### config.mk
export PLATFORM = sky130hd
export DESIGN_NAME = cspt_pipe_ctl
export DESIGN_NICKNAME = d
export VERILOG_FILES = /design/src/hw/rtl/cspt_pkg.sv /design/src/hw/rtl/cspt_pipe_ctl.sv
export SDC_FILE = /design/constraint.sdc
export NUM_CORES = 1
export LEC_CHECK = 0
export ABC_AREA = 1
export BUFFER_PORTS_ARGS = -buffer_cell sky130_fd_sc_hd__buf_2
export CAP_MARGIN = 20
export CORE_AREA = 2 2 39 41
export DETAILED_ROUTE_END_ITERATION = 10
export DIE_AREA = 0 0 41 43
export GPL_TIMING_DRIVEN = 0
export PLACE_DENSITY_LB_ADDON = 0.08
export SYNTH_ARGS = -nofsm -noshare
export SYNTH_HDL_FRONTEND = slang
export SYNTH_SLANG_ARGS = --single-unit
export TNS_END_PERCENT = 30
### constraint.sdc
create_clock -name i_clk -period 1.09 [get_ports i_clk]
set_input_delay 0.218 -clock i_clk [delete_from_list [all_inputs] [get_ports i_clk]]
set_output_delay 0.218 -clock i_clk [all_outputs]
set_load 0.05 [all_outputs]
### src/hw/rtl/cspt_pkg.sv
// Shared types and constants of the capsule support point test core.
package cspt_pkg;

    localparam int RADIUS_W    = 24;
    localparam int CFG_IDX_W   = 3;
    localparam int NSTAGES     = 6;
    localparam int OUT_TDATA_W = 8;

    localparam logic [RADIUS_W-1:0] RADIUS_SQ_RST = 24'd671089;

    typedef enum logic [CFG_IDX_W-1:0] {
        CFG_LEFT_X        = 3'd0,
        CFG_LEFT_Y        = 3'd1,
        CFG_RIGHT_X       = 3'd2,
        CFG_RIGHT_Y       = 3'd3,
        CFG_LEFT_PRESENT  = 3'd4,
        CFG_RIGHT_PRESENT = 3'd5,
        CFG_RADIUS_SQ     = 3'd6
    } t_cfg_idx;

    typedef enum logic [1:0] {
        MODE_NONE  = 2'd0,
        MODE_LEFT  = 2'd1,
        MODE_RIGHT = 2'd2,
        MODE_BOTH  = 2'd3
    } t_mode;

    typedef struct packed {
        logic [NSTAGES-1:0] load;
        logic [NSTAGES-1:0] valid;
    } t_pipe_ctl;

endpackage

### src/hw/rtl/cspt_pipe_ctl.sv
// Valid and stall control of the capsule support point test pipeline.
module cspt_pipe_ctl (
    input  logic                i_clk,
    input  logic                i_rst_n,
    input  logic                i_in_valid,
    output logic                o_in_ready,
    input  logic                i_out_ready,
    output cspt_pkg::t_pipe_ctl o_ctl
);

    localparam int N = cspt_pkg::NSTAGES;

    logic [N-1:0] r_valid;
    logic [N-1:0] n_valid;
    logic [N-1:0] en;
    logic [N-1:0] load;

    always_comb begin
        en[N-1] = !r_valid[N-1] || i_out_ready;
        for (int k = N - 2; k >= 0; k--) begin
            en[k] = !r_valid[k] || en[k+1];
        end
        load[0]    = en[0] && i_in_valid;
        n_valid[0] = en[0] ? i_in_valid : r_valid[0];
        for (int k = 1; k < N; k++) begin
            load[k]    = en[k] && r_valid[k-1];
            n_valid[k] = en[k] ? r_valid[k-1] : r_valid[k];
        end
    end

    always_ff @(posedge i_clk) begin
        if (!i_rst_n) begin
            r_valid <= '0;
        end else begin
            r_valid <= n_valid;
        end
    end

    assign o_in_ready  = en[0];
    assign o_ctl.load  = load;
    assign o_ctl.valid = r_valid;

`ifndef SYNTHESIS
    logic [N-1:0] hold;
    assign hold = r_valid & ~en;

    a_stalled_item_kept: assert property (@(posedge i_clk) disable iff (!i_rst_n)
        (|hold) |=> ((r_valid & $past(hold)) == $past(hold)))
        else $error("A stalled item left its stage.");

    a_occupancy_grows: assert property (@(posedge i_clk) disable iff (!i_rst_n)
        (i_in_valid && o_in_ready && !(r_valid[N-1] && i_out_ready))
        |=> ($countones(r_valid) == $past($countones(r_valid)) + 1))
        else $error("An accepted item was lost in the pipeline.");

    a_ready_when_room: assert property (@(posedge i_clk) disable iff (!i_rst_n)
        ($countones(r_valid) < N) |-> o_in_ready)
        else $error("Input stalled although the pipeline has room.");
`endif

endmodule

==> results.ini, run 1 <==
[setup_path]
cp-startpoint = r_valid[4]$_SDFFE_PN0P_
r2r-end = r_valid[0]$_SDFFE_PN0P_
worst_r2r_path_depth = 5
rr_startpoint = r_valid[4]$_SDFFE_PN0P_
slowest_delay_ps = 350
worstSetupEndpointType = output pin
critPathSlowestCell = dfxtp_4
worst-path-max-fanout = 4
r2r_slack_ps = 80
crit_chain = nand3_4 > nor2_4 > nand2_2 > inv_2 > a21oi_2 > buf_6
worstPathArrival_ps = 1190
path_class = register to output pin
cp.required_ps = 870
start_kind = register

[drt]
drt_wl_total_um = 654
ant_nets = 0
drt-wirelength-per-cell_um = 8.61
drt_iter0_drc = 2
vias_per_cell = 3.93
dr.pass1.iters = 3
dr_total_vias = 299
drc_errors = 0

[clock_network]
cts_buffers = 3
cts_buffer_depth = 2
clk_pin_slew_ps = 50
cts.htree.levels = 1
cts_tree = built
cts_root_buf = clkbuf_4
clock-sinks = 6
clk_latency_ps = 240

[synthesis]
synthCells = 36
synth.area.mux_share_pct = 0
synthSimpleGateAreaFrac_pct = 25.1
synth_fa_ha_area_share_pct = 0
syn_nets = 40
netlist.area_leader.share_pct = 43.0
yosys-top-cells-count = inv_1, a21oi_1, dfxtp_1, nand2_1
syn_area_um2 = 279
synth_cell_types = 11
ys_seq_area_share_pct = 43.0
synth_enable_flop_cells = 0
yosys.area_share.xor_xnor_pct = 0
synth_area_leaders = dfxtp_1, inv_1, a21oi_1
yosysMostFrequentCell = inv_1
yosys.area.top_type = dfxtp_1
ys_warn_count = 0
syn_area_per_cell_um2 = 7.75
async_reset_ff_share_pct = 0
synth-compound-area-share_pct = 15.7
synth_top_family_by_area = simple AND/OR/NAND/NOR gates
ys_ff_latch = 6
synth_flop_cell = dfxtp_1

[timing]
holdWs_ps = 227
finalSetupViolCount = 8
hold_violations = 0
setup_slack_ps = -321
slew_headroom_pct = 83.5
period_needed_ps = 1410
rsz0062_at_grt = true
fin_setup_tns_ps = -1910
final_max_slew_viol_count = 0
finalClockSkew_ps = 5.64
worst_pin_slew_ps = 249
max_freq_mhz = 709
fin_crit_sh_pct = 129

[placed_design]
dp.cells = 68
placed_area_um2 = 400
gp_congestion = 0.579
place_ws_ps = -238
place_hpwl_um = 451
io_buffers = 16

[finish]
num-nets-final = 65
n_fill_cell = 148
reg_top3 = r_valid: 6 flops
largest_reg_flops = 6
num_antenna_cells = 0
final_cells = 76
drive_above_1_share_pct = 68.3
regMostFlops = r_valid
finalInstanceArea_um2 = 539
syn2layout_area_growth_pct = 93.3

[worst_hold_path]
holdPathEnd = r_valid[0]$_SDFFE_PN0P_
min_from = i_in_valid
holdPathStages = 3
worstHoldPathType = input port to register

[flow_run]
drv_cap = 0

[die]
die_w_um = 41
io_pins = 17
start_util_pct = 20.2
die_y_um = 43
core_um2 = 1380
rows = 14
die_area_um2 = 1760

[power]
ir_drop_uv = 512
power_density_nw_per_um2 = 1040
p_leak_nw = 0.262

[grt]
grt_overflow = 0
grt_usage_pct = 9.46
grt_start_max_net_pins = 7
grt_antenna_before_repair = 0
grt_pass1_vias = 278
grt_pass1_wl_mm = 1.06

[status]
status = complete, but fails checks
violations = negative setup slack

## timing repair
action | 4_1_cts | 5_1_grt
gates resized for setup | 23 | 5
setup buffers | 4 | 0
endpoints found under the setup margin | 11 | 13
pin swaps | 1 | 1
hold buffers | 0 | 0
## how the worst max path moves through the flow
stage,endpoint
floorplan,o_ctl[6]
detailed placement,o_ctl[7]
global placement,o_ctl[7]
global route,o_ctl[6]
CTS,o_ctl[6]
finish,o_ctl[7]
## logic make-up after synthesis
group | after synthesis
AOI/OAI and AO/OA | 8
buffers and inverters | 12
DFF | 6
and+or+nand+nor | 10
## worst max-delay path: cells and delay by family, from the launching register on
| family | cells | cell delay [ps] |
|---|---|---|
| flip-flops | 1 | 350 |
| AND/OR/NAND/NOR | 3 | 310 |
| buffers and inverters | 2 | 220 |
| AO/OA/AOI/OAI | 1 | 50 |
## metrics by stage
stage,util (%),total power (W)
floorplan,-,0.000298
global placement,28.9,0.000320
detailed placement,28.9,0.000319
CTS,38.2,0.000571
global route,39.0,0.000601
finish,39.0,0.000560
## layer usage
metal	part of all wire (%)	GRT usage, %	vias up	routed length [um]
li1	-	-	157	-
met1	37	10.0	130	245
met2	52	13.8	12	340
met3	10	5.24	0	68
met4	0	6.00	0	0
met5	0	0	-	0
## layout by cell type, fill, tap and decap left out, types with 2 or more instances in the layout
cell type	count
nand2_1	3
buf_6	11
buf_2	5
clkbuf_4	3
a21oi_2	3
dfxtp_2	4
a21oi_1	5
dfxtp_4	2
nand2_2	2
buf_4	4
inv_2	3
inv_1	9
## power breakdown
part,internal [W],total [W],switching (W)
logic,0.0000356,0.000105,0.0000695
clock network,0.000139,0.000223,0.0000845
registers,0.000222,0.000231,0.00000903
## area by class of cell
type | count | area (um2) | share of cell area (%)
flip-flops and latches | 6 | 133 | 24.6
well taps | 16 | 20.0 | 3.71
clock buffers | 4 | 26.3 | 4.87
inverters | 12 | 45.0 | 8.35
repair buffers | 20 | 179 | 33.2
multi-input cells | 18 | 136 | 25.3
(Power assumes the default switching activity.)
==> run 2: changes to the inputs <==
--- a/config.mk
+++ b/config.mk
@@ -12,6 +12,7 @@
 export DETAILED_ROUTE_END_ITERATION = 10
 export DIE_AREA = 0 0 41 43
 export GPL_TIMING_DRIVEN = 0
+export MAX_ROUTING_LAYER = met4
 export PLACE_DENSITY_LB_ADDON = 0.08
 export SYNTH_ARGS = -nofsm -noshare
 export SYNTH_HDL_FRONTEND = slang
==> results.ini, run 2 (synthesized netlist as in run 1, its figures left out) <==
[clock_network]
clk_pin_slew_ps = 50  ; about the same
cts_buffer_depth = 2  ; unchanged
cts.htree.levels = 1  ; unchanged
clk_latency_ps = 240  ; about the same
cts_root_buf = clkbuf_4
cts_buffers = 3  ; unchanged
cts_tree = built
clock-sinks = 6  ; unchanged

[die]
start_util_pct = 20.2  ; unchanged
io_pins = 17  ; unchanged
core_um2 = 1380  ; unchanged
die_y_um = 43  ; unchanged
die_w_um = 41  ; unchanged
die_area_um2 = 1760  ; unchanged
rows = 14  ; unchanged

[power]
total_power_w = 0.000560  ; about the same
p_leak_nw = 0.262  ; unchanged
power_density_nw_per_um2 = 1040  ; about the same
seqPwrFrac_pct = 41.3  ; about the same
cell_internal_pwr_w = 0.000397  ; about the same
combinationalPowerShare_pct = 18.8  ; about the same
p_sw_share_pct = 29.1  ; about the same
ir_drop_uv = 512  ; about the same
p_switching_w = 0.000163  ; about the same
clockPowerShare_pct = 39.9  ; about the same

[grt]
grt_pass1_vias = 278  ; unchanged
grt_overflow = 0  ; unchanged
grt_start_max_net_pins = 7  ; unchanged
grt_antenna_before_repair = 0  ; unchanged
grt_usage_pct = 9.69  ; +0.23 points
grt_pass1_wl_mm = 1.06  ; unchanged

[timing]
final_max_slew_viol_count = 0  ; unchanged
rsz0062_at_grt = true
finalClockSkew_ps = 5.64  ; unchanged
hold_violations = 0  ; unchanged
period_needed_ps = 1410  ; -0.0170 ps
max_freq_mhz = 709  ; about the same
setup_slack_ps = -321  ; +0.0170 ps
fin_crit_sh_pct = 129  ; about the same
finalSetupViolCount = 8  ; unchanged
worst_pin_slew_ps = 249  ; unchanged
slew_headroom_pct = 83.5  ; unchanged

[status]
violations = negative setup slack
status = complete, but fails checks

[flow_run]
drv_cap = 0  ; unchanged

[setup_path]
worst-path-max-fanout = 4  ; unchanged
start_kind = register
cp.required_ps = 870  ; about the same
worstPathArrival_ps = 1190  ; about the same
r2r-end = r_valid[0]$_SDFFE_PN0P_
r2r_slack_ps = 80  ; about the same
rr_startpoint = r_valid[4]$_SDFFE_PN0P_
path_class = register to output pin
worstSetupEndpointType = output pin
worst_r2r_path_depth = 5  ; unchanged

[finish]
n_fill_cell = 148  ; unchanged
largest_reg_flops = 6  ; unchanged
final_cell_mix = buf_6, inv_1, a21oi_1, buf_2
num-nets-final = 65  ; unchanged
multiInputGateArea_um2 = 136  ; unchanged
regMostFlops = r_valid
num_antenna_cells = 0  ; unchanged
final_cells = 76  ; unchanged
syn2layout_area_growth_pct = 93.3  ; unchanged
layout_commonest_cell = buf_6
seq_area_um2 = 133  ; unchanged
reg_top3 = r_valid: 6 flops
finalInstanceArea_um2 = 539  ; unchanged
drive_above_1_share_pct = 68.3  ; unchanged

[placed_design]
place_hpwl_um = 451  ; unchanged
io_buffers = 16  ; unchanged
gp_congestion = 0.582  ; +0.52%
dp.cells = 68  ; unchanged
placed_area_um2 = 400  ; unchanged
place_ws_ps = -238  ; unchanged

[drt]
ant_nets = 0  ; unchanged
drc_errors = 0  ; unchanged
dr_total_vias = 299  ; unchanged
vias_per_cell = 3.93  ; unchanged
drt_wl_total_um = 654  ; unchanged
drt_iter0_drc = 2  ; unchanged
dr.pass1.iters = 3  ; unchanged
drt-wirelength-per-cell_um = 8.61  ; unchanged

[worst_hold_path]
worstHoldPathType = input port to register
min_from = i_in_valid
holdPathEnd = r_valid[0]$_SDFFE_PN0P_
holdPathStages = 3  ; unchanged

==> run 2: repair_timing <==
item / 4_1_cts / 5_1_grt
setup endpoints to repair: 11 / 13
resized for setup: 23 / 5
hold buffers: 0 / 0
pin swaps: 1 / 1
setup buffers: 4 / 0
==> run 2: worst max path at each step <==
stage | cells after the start | to | slack (ps) | startpoint
finish | 6 | o_ctl[7] | -320 | r_valid[4]$_SDFFE_PN0P_
detailed placement | 8 | o_ctl[7] | -240 | i_out_ready
floorplan | 5 | o_ctl[6] | -460 | r_valid[3]$_SDFFE_PN0P_
global placement | 8 | o_ctl[7] | -240 | i_out_ready
CTS | 6 | o_ctl[6] | -370 | r_valid[4]$_SDFFE_PN0P_
global route | 6 | o_ctl[6] | -410 | r_valid[5]$_SDFFE_PN0P_
==> run 2: routing by layer <==
layer | wire length, um | global-route usage (%)
met5 | 0 | -
met1 | 251 | 10.4
met4 | 0 | 6.00
met2 | 340 | 13.8
met3 | 62 | 4.71
==> run 2: power by group through the flow <==
stage / Sequential (W) / Combinational [W] / Clock, W
finish: 0.000231 / 0.000105 / 0.000223
global route: 0.000232 / 0.000110 / 0.000259
CTS: 0.000230 / 0.000103 / 0.000238
detailed placement: 0.000234 / 0.0000853 / 0
global placement: 0.000234 / 0.0000855 / 0
floorplan: 0.000254 / 0.0000443 / 0
==> run 2: final cells by class <==
| class | count | share of cell area, % |
|---|---|---|
| clock buffer | 4 | 4.87 |
| inverter | 12 | 8.35 |
| multi-input combinational | 18 | 25.3 |
| sequential | 6 | 24.6 |
| tap | 16 | 3.71 |
| timing repair buffer | 20 | 33.2 |
==> run 2: worst max-delay path, cell delays in order, from the launching register on <==
cell     delay [ps]
dfxtp_4         350
nand3_4          80
nor2_4          150
nand2_2          80
inv_2            70
a21oi_2          50
buf_6           150
==> run 2: metrics by stage <==
step	util (%)	setup TNS, ps	hold slack [ps]
finish	39.0	-1910	227
detailed placement	28.9	-965	485
CTS	38.2	-2150	219
floorplan	-	-1750	362
global route	39.0	-2450	218
global placement	28.9	-968	487
