### config.mk
export PLATFORM = sky130hd
export DESIGN_NAME = cspt_cfg
export DESIGN_NICKNAME = d
export VERILOG_FILES = /design/src/hw/rtl/cspt_pkg.sv /design/src/hw/rtl/cspt_cfg.sv
export SDC_FILE = /design/constraint.sdc
export NUM_CORES = 1
export LEC_CHECK = 0
export ABC_AREA = 1
export BUFFER_PORTS_ARGS = -buffer_cell sky130_fd_sc_hd__buf_4
export CAP_MARGIN = 20
export CORE_MARGIN = 3
export CORE_UTILIZATION = 35
export DETAILED_ROUTE_END_ITERATION = 10
export SLEW_MARGIN = 5
export SYNTH_ARGS = -nofsm -noshare
export SYNTH_HDL_FRONTEND = slang
export SYNTH_SLANG_ARGS = --single-unit
### constraint.sdc
create_clock -name i_clk -period 2.9 [get_ports i_clk]
set_clock_uncertainty 0.15 [all_clocks]
set_input_delay 0.58 -clock i_clk [delete_from_list [all_inputs] [get_ports i_clk]]
set_output_delay 0.58 -clock i_clk [all_outputs]
set_load 0.02 [all_outputs]
### src/hw/rtl/cspt_pkg.sv
// Shared types and constants of the capsule support point test core.
package cspt_pkg;

    localparam int RADIUS_W    = 24;
    localparam int CFG_IDX_W   = 3;
    localparam int NSTAGES     = 6;
    localparam int OUT_TDATA_W = 8;

    localparam logic [RADIUS_W-1:0] RADIUS_SQ_RST = 24'd671089;

    typedef enum logic [CFG_IDX_W-1:0] {
        CFG_LEFT_X        = 3'd0,
        CFG_LEFT_Y        = 3'd1,
        CFG_RIGHT_X       = 3'd2,
        CFG_RIGHT_Y       = 3'd3,
        CFG_LEFT_PRESENT  = 3'd4,
        CFG_RIGHT_PRESENT = 3'd5,
        CFG_RADIUS_SQ     = 3'd6
    } t_cfg_idx;

    typedef enum logic [1:0] {
        MODE_NONE  = 2'd0,
        MODE_LEFT  = 2'd1,
        MODE_RIGHT = 2'd2,
        MODE_BOTH  = 2'd3
    } t_mode;

    typedef struct packed {
        logic [NSTAGES-1:0] load;
        logic [NSTAGES-1:0] valid;
    } t_pipe_ctl;

endpackage

### src/hw/rtl/cspt_cfg.sv
// Configuration register file of the capsule support point test core.
module cspt_cfg #(
    parameter int COORD_BITS = 20,
    parameter int CFG_W      = 24
) (
    input  logic                                 i_clk,
    input  logic                                 i_rst_n,
    input  logic                                 i_cfg_we,
    input  logic [cspt_pkg::CFG_IDX_W-1:0]       i_cfg_idx,
    input  logic [CFG_W-1:0]                     i_cfg_data,
    output logic signed [COORD_BITS-1:0]         o_left_x,
    output logic signed [COORD_BITS-1:0]         o_left_y,
    output logic signed [COORD_BITS-1:0]         o_right_x,
    output logic signed [COORD_BITS-1:0]         o_right_y,
    output logic [cspt_pkg::RADIUS_W-1:0]        o_radius_sq,
    output cspt_pkg::t_mode                      o_mode
);

    logic signed [COORD_BITS-1:0]  r_left_x;
    logic signed [COORD_BITS-1:0]  r_left_y;
    logic signed [COORD_BITS-1:0]  r_right_x;
    logic signed [COORD_BITS-1:0]  r_right_y;
    logic                          r_left_present;
    logic                          r_right_present;
    logic [cspt_pkg::RADIUS_W-1:0] r_radius_sq;

    always_ff @(posedge i_clk) begin
        if (!i_rst_n) begin
            r_left_x        <= '0;
            r_left_y        <= '0;
            r_right_x       <= '0;
            r_right_y       <= '0;
            r_left_present  <= 1'b0;
            r_right_present <= 1'b0;
            r_radius_sq     <= cspt_pkg::RADIUS_SQ_RST;
        end else if (i_cfg_we) begin
            unique case (cspt_pkg::t_cfg_idx'(i_cfg_idx))
                cspt_pkg::CFG_LEFT_X:        r_left_x        <= i_cfg_data[COORD_BITS-1:0];
                cspt_pkg::CFG_LEFT_Y:        r_left_y        <= i_cfg_data[COORD_BITS-1:0];
                cspt_pkg::CFG_RIGHT_X:       r_right_x       <= i_cfg_data[COORD_BITS-1:0];
                cspt_pkg::CFG_RIGHT_Y:       r_right_y       <= i_cfg_data[COORD_BITS-1:0];
                cspt_pkg::CFG_LEFT_PRESENT:  r_left_present  <= i_cfg_data[0];
                cspt_pkg::CFG_RIGHT_PRESENT: r_right_present <= i_cfg_data[0];
                cspt_pkg::CFG_RADIUS_SQ:
                    r_radius_sq <= i_cfg_data[cspt_pkg::RADIUS_W-1:0];
                default: begin
                end
            endcase
        end
    end

    assign o_left_x    = r_left_x;
    assign o_left_y    = r_left_y;
    assign o_right_x   = r_right_x;
    assign o_right_y   = r_right_y;
    assign o_radius_sq = r_radius_sq;
    assign o_mode      = cspt_pkg::t_mode'({r_right_present, r_left_present});

endmodule

==> reports/metrics.cfg, run 1 <==
[sta]
hold_violations = 0
max_freq_mhz = 573
tightestPinTransition_ns = 0.637
relSlewSlack_pct = 57.4
finalSetupTns_ns = 0
grt_setup_unrepaired = no
period_needed_ns = 1.74
fin_crit_sh_pct = 60.1
setup_viol_count_final = 0
drv_slew = 0

[setup_path]
cp_common_cell = buf_4
slowest_delay_ns = 0.46
critical_path.slowest_cell = nor2_4
path_class = in -> reg
endpoint_kind = flip-flop
required_ns = 3.00
crit_arrival_ns = 1.84
cp_cell_sequence = buf_4 > nor2_4 > buf_4 > nand3_1 > nand2_1 > nor2_1
cp_max_fo = 30
crit_family = simple AND/OR/NAND/NOR gates
critPathBufInv = 2
crit_path_start_kind = input pin

[detailed_routing]
num_vias = 4214
antenna_left = 0
drtIter0Drc = 310
detail_route.vias_per_cell = 4.82
drtPass1Iterations = 5
drc = 0
wl_per_cell_um = 15.3
routed_wl_mm = 13.4

[global_route]
use_met3_pct = 6.63
globalRouteTotalUtil_pct = 20.0
grtUsageMet1_pct = 26.1
grt_max_degree = 58
grt_pass1_wl_mm = 20.4
top_usage_layer = met2
use_met2_pct = 31.6
grt_pass1_vias = 3794
antenna_found_initial = 0
overflow = 0

[die]
core_area_um2 = 11600
num_io_pins = 136
num_rows = 39
die_area_um2 = 13300
die_y_um = 115
start_util_pct = 36.3
die_x_um = 115

[logic_synthesis]
syn_inst = 608
synth_cell_types = 13
synth_warnings = 0
synth_fp_nets = 638
synth_area_um2 = 4200
avgSynthCellArea_um2 = 6.90
synthTopCellsByArea = dfxtp_1 (51%), nor2_1 (17%), nand3_1 (13%)
seq_area_frac_synth_pct = 50.6
synth_top_area_share_pct = 50.6
synth-seq-cells = 106
synth_area_leader_cell = dfxtp_1

[final_layout]
fin_util_pct = 48.7
area_delta_synth_final_pct = 34.2
diodes = 0
fin_nets = 756
drive_gt1_share_pct = 23.3
design_area_um2 = 5630

[placed_design]
portBuffers = 135
place_congestion = 0.795
placed_area_um2 = 5310
dp_hpwl_mm = 9.36

[clock_network]
root_buffer = clkbuf_16
cts_sinks = 106
clkSlewWorstSetupHoldPaths_ns = 0.07
clockBufferDepth = 2
hold_buffers = 0
insertion_delay_ns = 0.34
cts_post_setup_buffers_inserted = 0
cts_tree = yes
cts_resized = 0
htreeDepth = 3
cts_buffers = 9

[pwr]
power.leakage_uw = 0.00271
power_density_nw_per_um2 = 579
ir_drop_uv = 293

[run]
drv_cap = 0

[status]
status = completed

[min_path]
hold_path_class = in -> reg

[area by class of cell]
type                       count  area [um2]
clock inverter                 7        93.8
clock buffer                   9         225
tap                          143         179
inverter                      30         113
sequential                   106        2120
fill                        1167        5940
multi-input combinational    429        1760
timing repair buffer         150        1140
[cells by family after synthesis]
logic type,synth area share (%)
buf+inv,7.63
simple gates,41.5
compound gates,0.239
flops,50.6
[report_power, final]
part	switching, uW	internal, uW	leakage, uW
combinational	266	156	0.00170
sequential	31.6	1510	0.000862
clock	544	755	0.000151
[worst paths after layout]
path              startpoint  cells past startpoint              end  slack, ns
min            i_cfg_data[0]                      3   o_radius_sq[0]       0.30
min reg2reg  o_radius_sq[19]                      2  o_radius_sq[19]       0.31
max reg2reg     o_right_y[3]                      2     o_right_y[3]       2.16
max             i_cfg_idx[2]                      6     o_left_y[10]       1.16
[cell usage after synthesis]
| master | number |
|---|---|
| nand3_1 | 106 |
| nand2_1 | 124 |
| nor2_2 | 3 |
| dfxtp_1 | 106 |
| clkinv_1 | 1 |
| a21oi_1 | 2 |
| nor2_1 | 194 |
| buf_1 | 6 |
| clkbuf_1 | 4 |
| buf_2 | 31 |
| buf_4 | 2 |
| inv_2 | 1 |
| inv_1 | 28 |
[worst reg2reg max path: stages (launching register included)]
cell and delay [ns]:
dfxtp_1 0.33, nor2_1 0.11, nor2_1 0.05
[stage by stage]
step | std cells | setup slack, ns | hold slack, ns | power, uW
floorplan | 608 | 1.37 | 0.303 | 1810
global placement | 858 | 0.861 | 0.295 | 1990
detailed placement | 858 | 0.820 | 0.299 | 2000
CTS | 874 | 1.18 | 0.291 | 3290
global route | 874 | 1.03 | 0.305 | 3400
finish | 874 | 1.16 | 0.305 | 3260
[layer usage]
layer	vias up	routed length [um]
li1	2115	-
met1	1917	5750
met2	165	6250
met3	17	1120
met4	0	237
met5	-	0
[layout by cell type (no fill, tap or decap), types with 2 or more instances in the layout]
cell        instances
nand2_1           124
clkbuf_16           9
clkinvlp_4          2
nand3_1           106
clkinv_2            2
inv_1              28
buf_4             149
dfxtp_1           106
nor2_1            194
nor2_2              2
a21oi_1             2
bufinv_16           2
[state kept, by name (all words and copies together), names as in the netlist]
signal	count
o_left_x	20
o_left_y	20
o_radius_sq	24
o_right_x	20
o_right_y	20
r_left_present	1
r_right_present	1
Note: power is estimated with default switching activity, not from simulation.
==> inputs of run 2 (changes only) <==
Clock period 2.9 ns to 1.5 ns, I/O delays scaled along.
==> reports/metrics.cfg, run 2 (synthesis results as in run 1) <==
[status]
status = completed

[final_layout]
largest_reg_flops = 24
fin_nets = 760
area_delta_synth_final_pct = 35.6
layout_commonest_cell = nor2_1
final_cell_mix = nor2_1 (194), buf_4 (147), nand2_1 (124), nand3_1 (106), dfxtp_1 (106)
diodes = 0
drive_gt1_share_pct = 23.5

[run]
drv_cap = 0

[sta]
hold_ws_ns = 0.0350
fin_crit_sh_pct = 89.0
tightestPinTransition_ns = 0.685
hold_violations = 0
grt_setup_unrepaired = no
setup_viol_count_final = 0
max_freq_mhz = 749
period_needed_ns = 1.34
drv_slew = 0
relSlewSlack_pct = 54.3

[min_path]
worstHoldEndpoint = o_radius_sq[0]
hold_path_class = in -> reg
holdPathStages = 3
hold_start = i_cfg_data[0]

[die]
start_util_pct = 36.3
die_y_um = 115
num_io_pins = 136
die_x_um = 115
die_area_um2 = 13300
core_area_um2 = 11600
num_rows = 39

[setup_path]
critical_path.slowest_cell = dfxtp_1
slowest_delay_ns = 0.39
endpoint_kind = output pin
crit_arrival_ns = 0.89
regToRegSetupSlack_ns = 0.75
crit_path_start_kind = flip-flop
crit_family = flip-flops
path_class = reg -> out
cp_cell_sequence = buf_4
worstRegToRegCells = 2
cp_max_fo = 2
timing.rr.start = o_right_x[1]
rr_endpoint = o_right_x[1]
cp.depth = 1
required_ns = 1.05
critPathBufInv = 1

[placed_design]
portBuffers = 135
dp_hpwl_mm = 9.52
place_congestion = 0.805

[detailed_routing]
wl_per_cell_um = 15.3
antenna_left = 0
drtIter0Drc = 279
drc = 0
num_vias = 4176
routed_wl_mm = 13.5
detail_route.vias_per_cell = 4.76
drtPass1Iterations = 4

[clock_network]
cts_sinks = 106
htreeDepth = 3
cts_tree = yes
hold_buffers = 0
cts_buffers = 9
cts_post_setup_buffers_inserted = 0
cts_resized = 0
root_buffer = clkbuf_16
clockBufferDepth = 2
clkSlewWorstSetupHoldPaths_ns = 0.07
insertion_delay_ns = 0.33

[pwr]
power.leakage_uw = 0.00273
power_density_nw_per_um2 = 1060
ir_drop_uv = 486
p_total_uw = 6000

[global_route]
grt_pass1_wl_mm = 20.7
antenna_found_initial = 0
grt_pass1_vias = 3849
grt_max_degree = 63
overflow = 0
globalRouteTotalUtil_pct = 20.1

[run 2: cell types whose count changed in the layout (fill, tap and decap cells not counted), sizes merged]
cell / delta
buf: +4
bufinv: -2
clkbuf: +1
inv: +1
[run 2: cell type report]
cell class	instances	area, um2
inverter	30	113
fill	1211	5880
clock buffer	10	229
clock inverter	6	42.5
sequential	106	2120
multi-input combinational	429	1760
timing repair buffer	154	1240
tap	143	179
[run 2: worst max path at each step]
stage                             from               to  slack [ns]
final                     o_right_x[0]     o_right_x[0]        0.16
after global routing      o_right_x[0]     o_right_x[0]        0.14
after CTS                 o_right_x[0]     o_right_x[0]        0.16
after detailed placement  i_cfg_idx[0]     o_right_y[7]       -0.04
after global placement    i_cfg_idx[0]     o_right_y[3]        0.03
after floorplan                i_rst_n  o_radius_sq[10]        0.25
[run 2: power by group]
group	internal, uW	total, uW	switching (uW)	leakage (uW)
logic	326	849	523	0.00174
registers	2910	2970	60.4	0.000862
clock network	1130	2180	1050	0.000129
total	4370	6000	1640	0.00273
[run 2: per-layer routing]
metal | wire [um] | GRT usage [%] | up-vias
met5 | 0 | 0 | -
met4 | 191 | 7.12 | 0
met3 | 921 | 4.23 | 13
met2 | 6540 | 32.5 | 131
met1 | 5800 | 26.7 | 1910
li1 | - | - | 2122
[run 2: through the flow]
step	setup TNS (ns)	setup slack [ns]	cell area [um2]	cells	util, %
detailed placement	-0.211	-0.0386	5420	862	46.8
floorplan	0	0.250	4200	608	-
global placement	0	0.0262	5420	862	46.8
CTS	0	0.161	5690	878	49.2
finish	0	0.165	5690	878	49.2
global route	0	0.143	5690	878	49.2
==> inputs of run 3 (changes only) <==
Settings changed: CELL_PAD_IN_SITES_DETAIL_PLACEMENT from default to 1, CELL_PAD_IN_SITES_GLOBAL_PLACEMENT from default to 1, CORE_UTILIZATION 35 to 31, PLACE_DENSITY_LB_ADDON from default to 0.1.
==> reports/metrics.cfg, run 3 (synthesis results as in run 1) <==
[setup_path]
required_ns = 1.05
crit_path_start_kind = flip-flop
endpoint_kind = output pin
critPathBufInv = 1
path_class = reg -> out
cp_cell_sequence = buf_4
cp_max_fo = 2
critical_path.slowest_cell = dfxtp_1
crit_family = flip-flops
crit_arrival_ns = 0.90
slowest_delay_ns = 0.38

[sta]
period_needed_ns = 1.35
relSlewSlack_pct = 52.4
hold_ws_ns = 0.0165
drv_slew = 0
fin_crit_sh_pct = 90.0
max_freq_mhz = 740
hold_violations = 0
tightestPinTransition_ns = 0.713
setup_ws_ns = 0.149
grt_setup_unrepaired = no
setup_viol_count_final = 0

[final_layout]
drive_gt1_share_pct = 23.6
fin_nets = 761
layout_commonest_cell = nor2_1
multi_input_area_um2 = 1760
largest_reg_flops = 24
diodes = 0
area_delta_synth_final_pct = 38.9
regArea_um2 = 2120
final_cell_mix = nor2_1 (194), buf_4 (145), nand2_1 (124), nand3_1 (106), dfxtp_1 (106)
fillCellCount = 1633
fin_util_pct = 45.1

[global_route]
grt_pass1_vias = 4171
grt_max_degree = 54
grt_pass1_wl_mm = 23.2
globalRouteTotalUtil_pct = 20.8
antenna_found_initial = 0
overflow = 0

[die]
num_rows = 41
num_io_pins = 136
start_util_pct = 32.5
core_area_um2 = 12900
die_area_um2 = 15000
die_y_um = 122
die_x_um = 122

[pwr]
p_comb_share_pct = 13.6
power.leakage_uw = 0.00278
switching_share_pct = 25.7
internal-power_uw = 4800
power_density_nw_per_um2 = 1110
clkPwrFrac_pct = 40.3
ir_drop_uv = 699
seqPwrFrac_pct = 46.0
switching_power_uw = 1660

[detailed_routing]
drtPass1Iterations = 6
detail_route.vias_per_cell = 4.73
routed_wl_mm = 15.3
drc = 0
num_vias = 4298
drtIter0Drc = 237
antenna_left = 0
wl_per_cell_um = 16.9

[clock_network]
clockBufferDepth = 2
cts_sinks = 106
root_buffer = clkbuf_16
cts_tree = yes
htreeDepth = 3
insertion_delay_ns = 0.35
hold_buffers = 0
cts_post_setup_buffers_inserted = 0
cts_buffers = 9
clkSlewWorstSetupHoldPaths_ns = 0.07
cts_resized = 0

[placed_design]
place_congestion = 0.765
dp_hpwl_mm = 10.9
dpl_worst_slack_ns = -0.0647
portBuffers = 135

[min_path]
hold_path_class = in -> reg

[run]
drv_cap = 0

[status]
status = completed

==> run 3: power groups by stage <==
stage,combinational (uW),clock [uW],sequential [uW]
floorplan,362,0,3140
global placement,871,0,3030
detailed placement,889,0,3040
CTS,891,2680,2970
global route,966,2780,2980
finish,882,2610,2970
==> run 3: worst reg2reg max path: cells and delay by family, from the launching register on <==
family | cells | cell delay (ns)
AND/OR/NAND/NOR | 2 | 0.20
flip-flops | 1 | 0.33
==> run 3: path summary, 6_finish.rpt <==
path	slack [ns]	endpoint	start	cells past startpoint
setup reg to reg	0.72	o_right_y[2]	o_right_y[2]	2
hold / removal	0.02	o_radius_sq[19]	i_cfg_data[19]	3
hold reg to reg	0.32	o_radius_sq[19]	o_radius_sq[19]	2
setup / recovery	0.15	o_right_x[19]	o_right_x[19]	1
==> run 3: area by class of cell <==
type	instances	area share [%]
multi-input cells	429	30.2
clock buffers	12	4.40
repair buffers	155	22.1
clock inverters	4	1.27
flip-flops and latches	106	36.4
well taps	172	3.69
inverters	30	1.93
==> run 3: routing by layer <==
layer  share of wire [%]  vias to the layer above  GRT usage (%)
met1                  43                     2057           25.9
li1                    -                     2123              -
met5                   0                        -              0
met4                 1.1                        0           5.18
met3                 7.1                        8           6.54
met2                  49                      110           35.1
==> run 3: stage by stage <==
| step | instance area (um2) | total power (uW) | setup TNS (ns) | instances |
|---|---|---|---|---|
| 2_1_floorplan | 4200 | 3510 | 0 | 608 |
| 3_3_place_gp | 5500 | 3910 | 0 | 892 |
| 3_5_place_dp | 5500 | 3930 | -0.477 | 892 |
| 4_1_cts | 5830 | 6540 | 0 | 908 |
| 5_1_grt | 5830 | 6730 | 0 | 908 |
| 6_report | 5830 | 6460 | 0 | 908 |
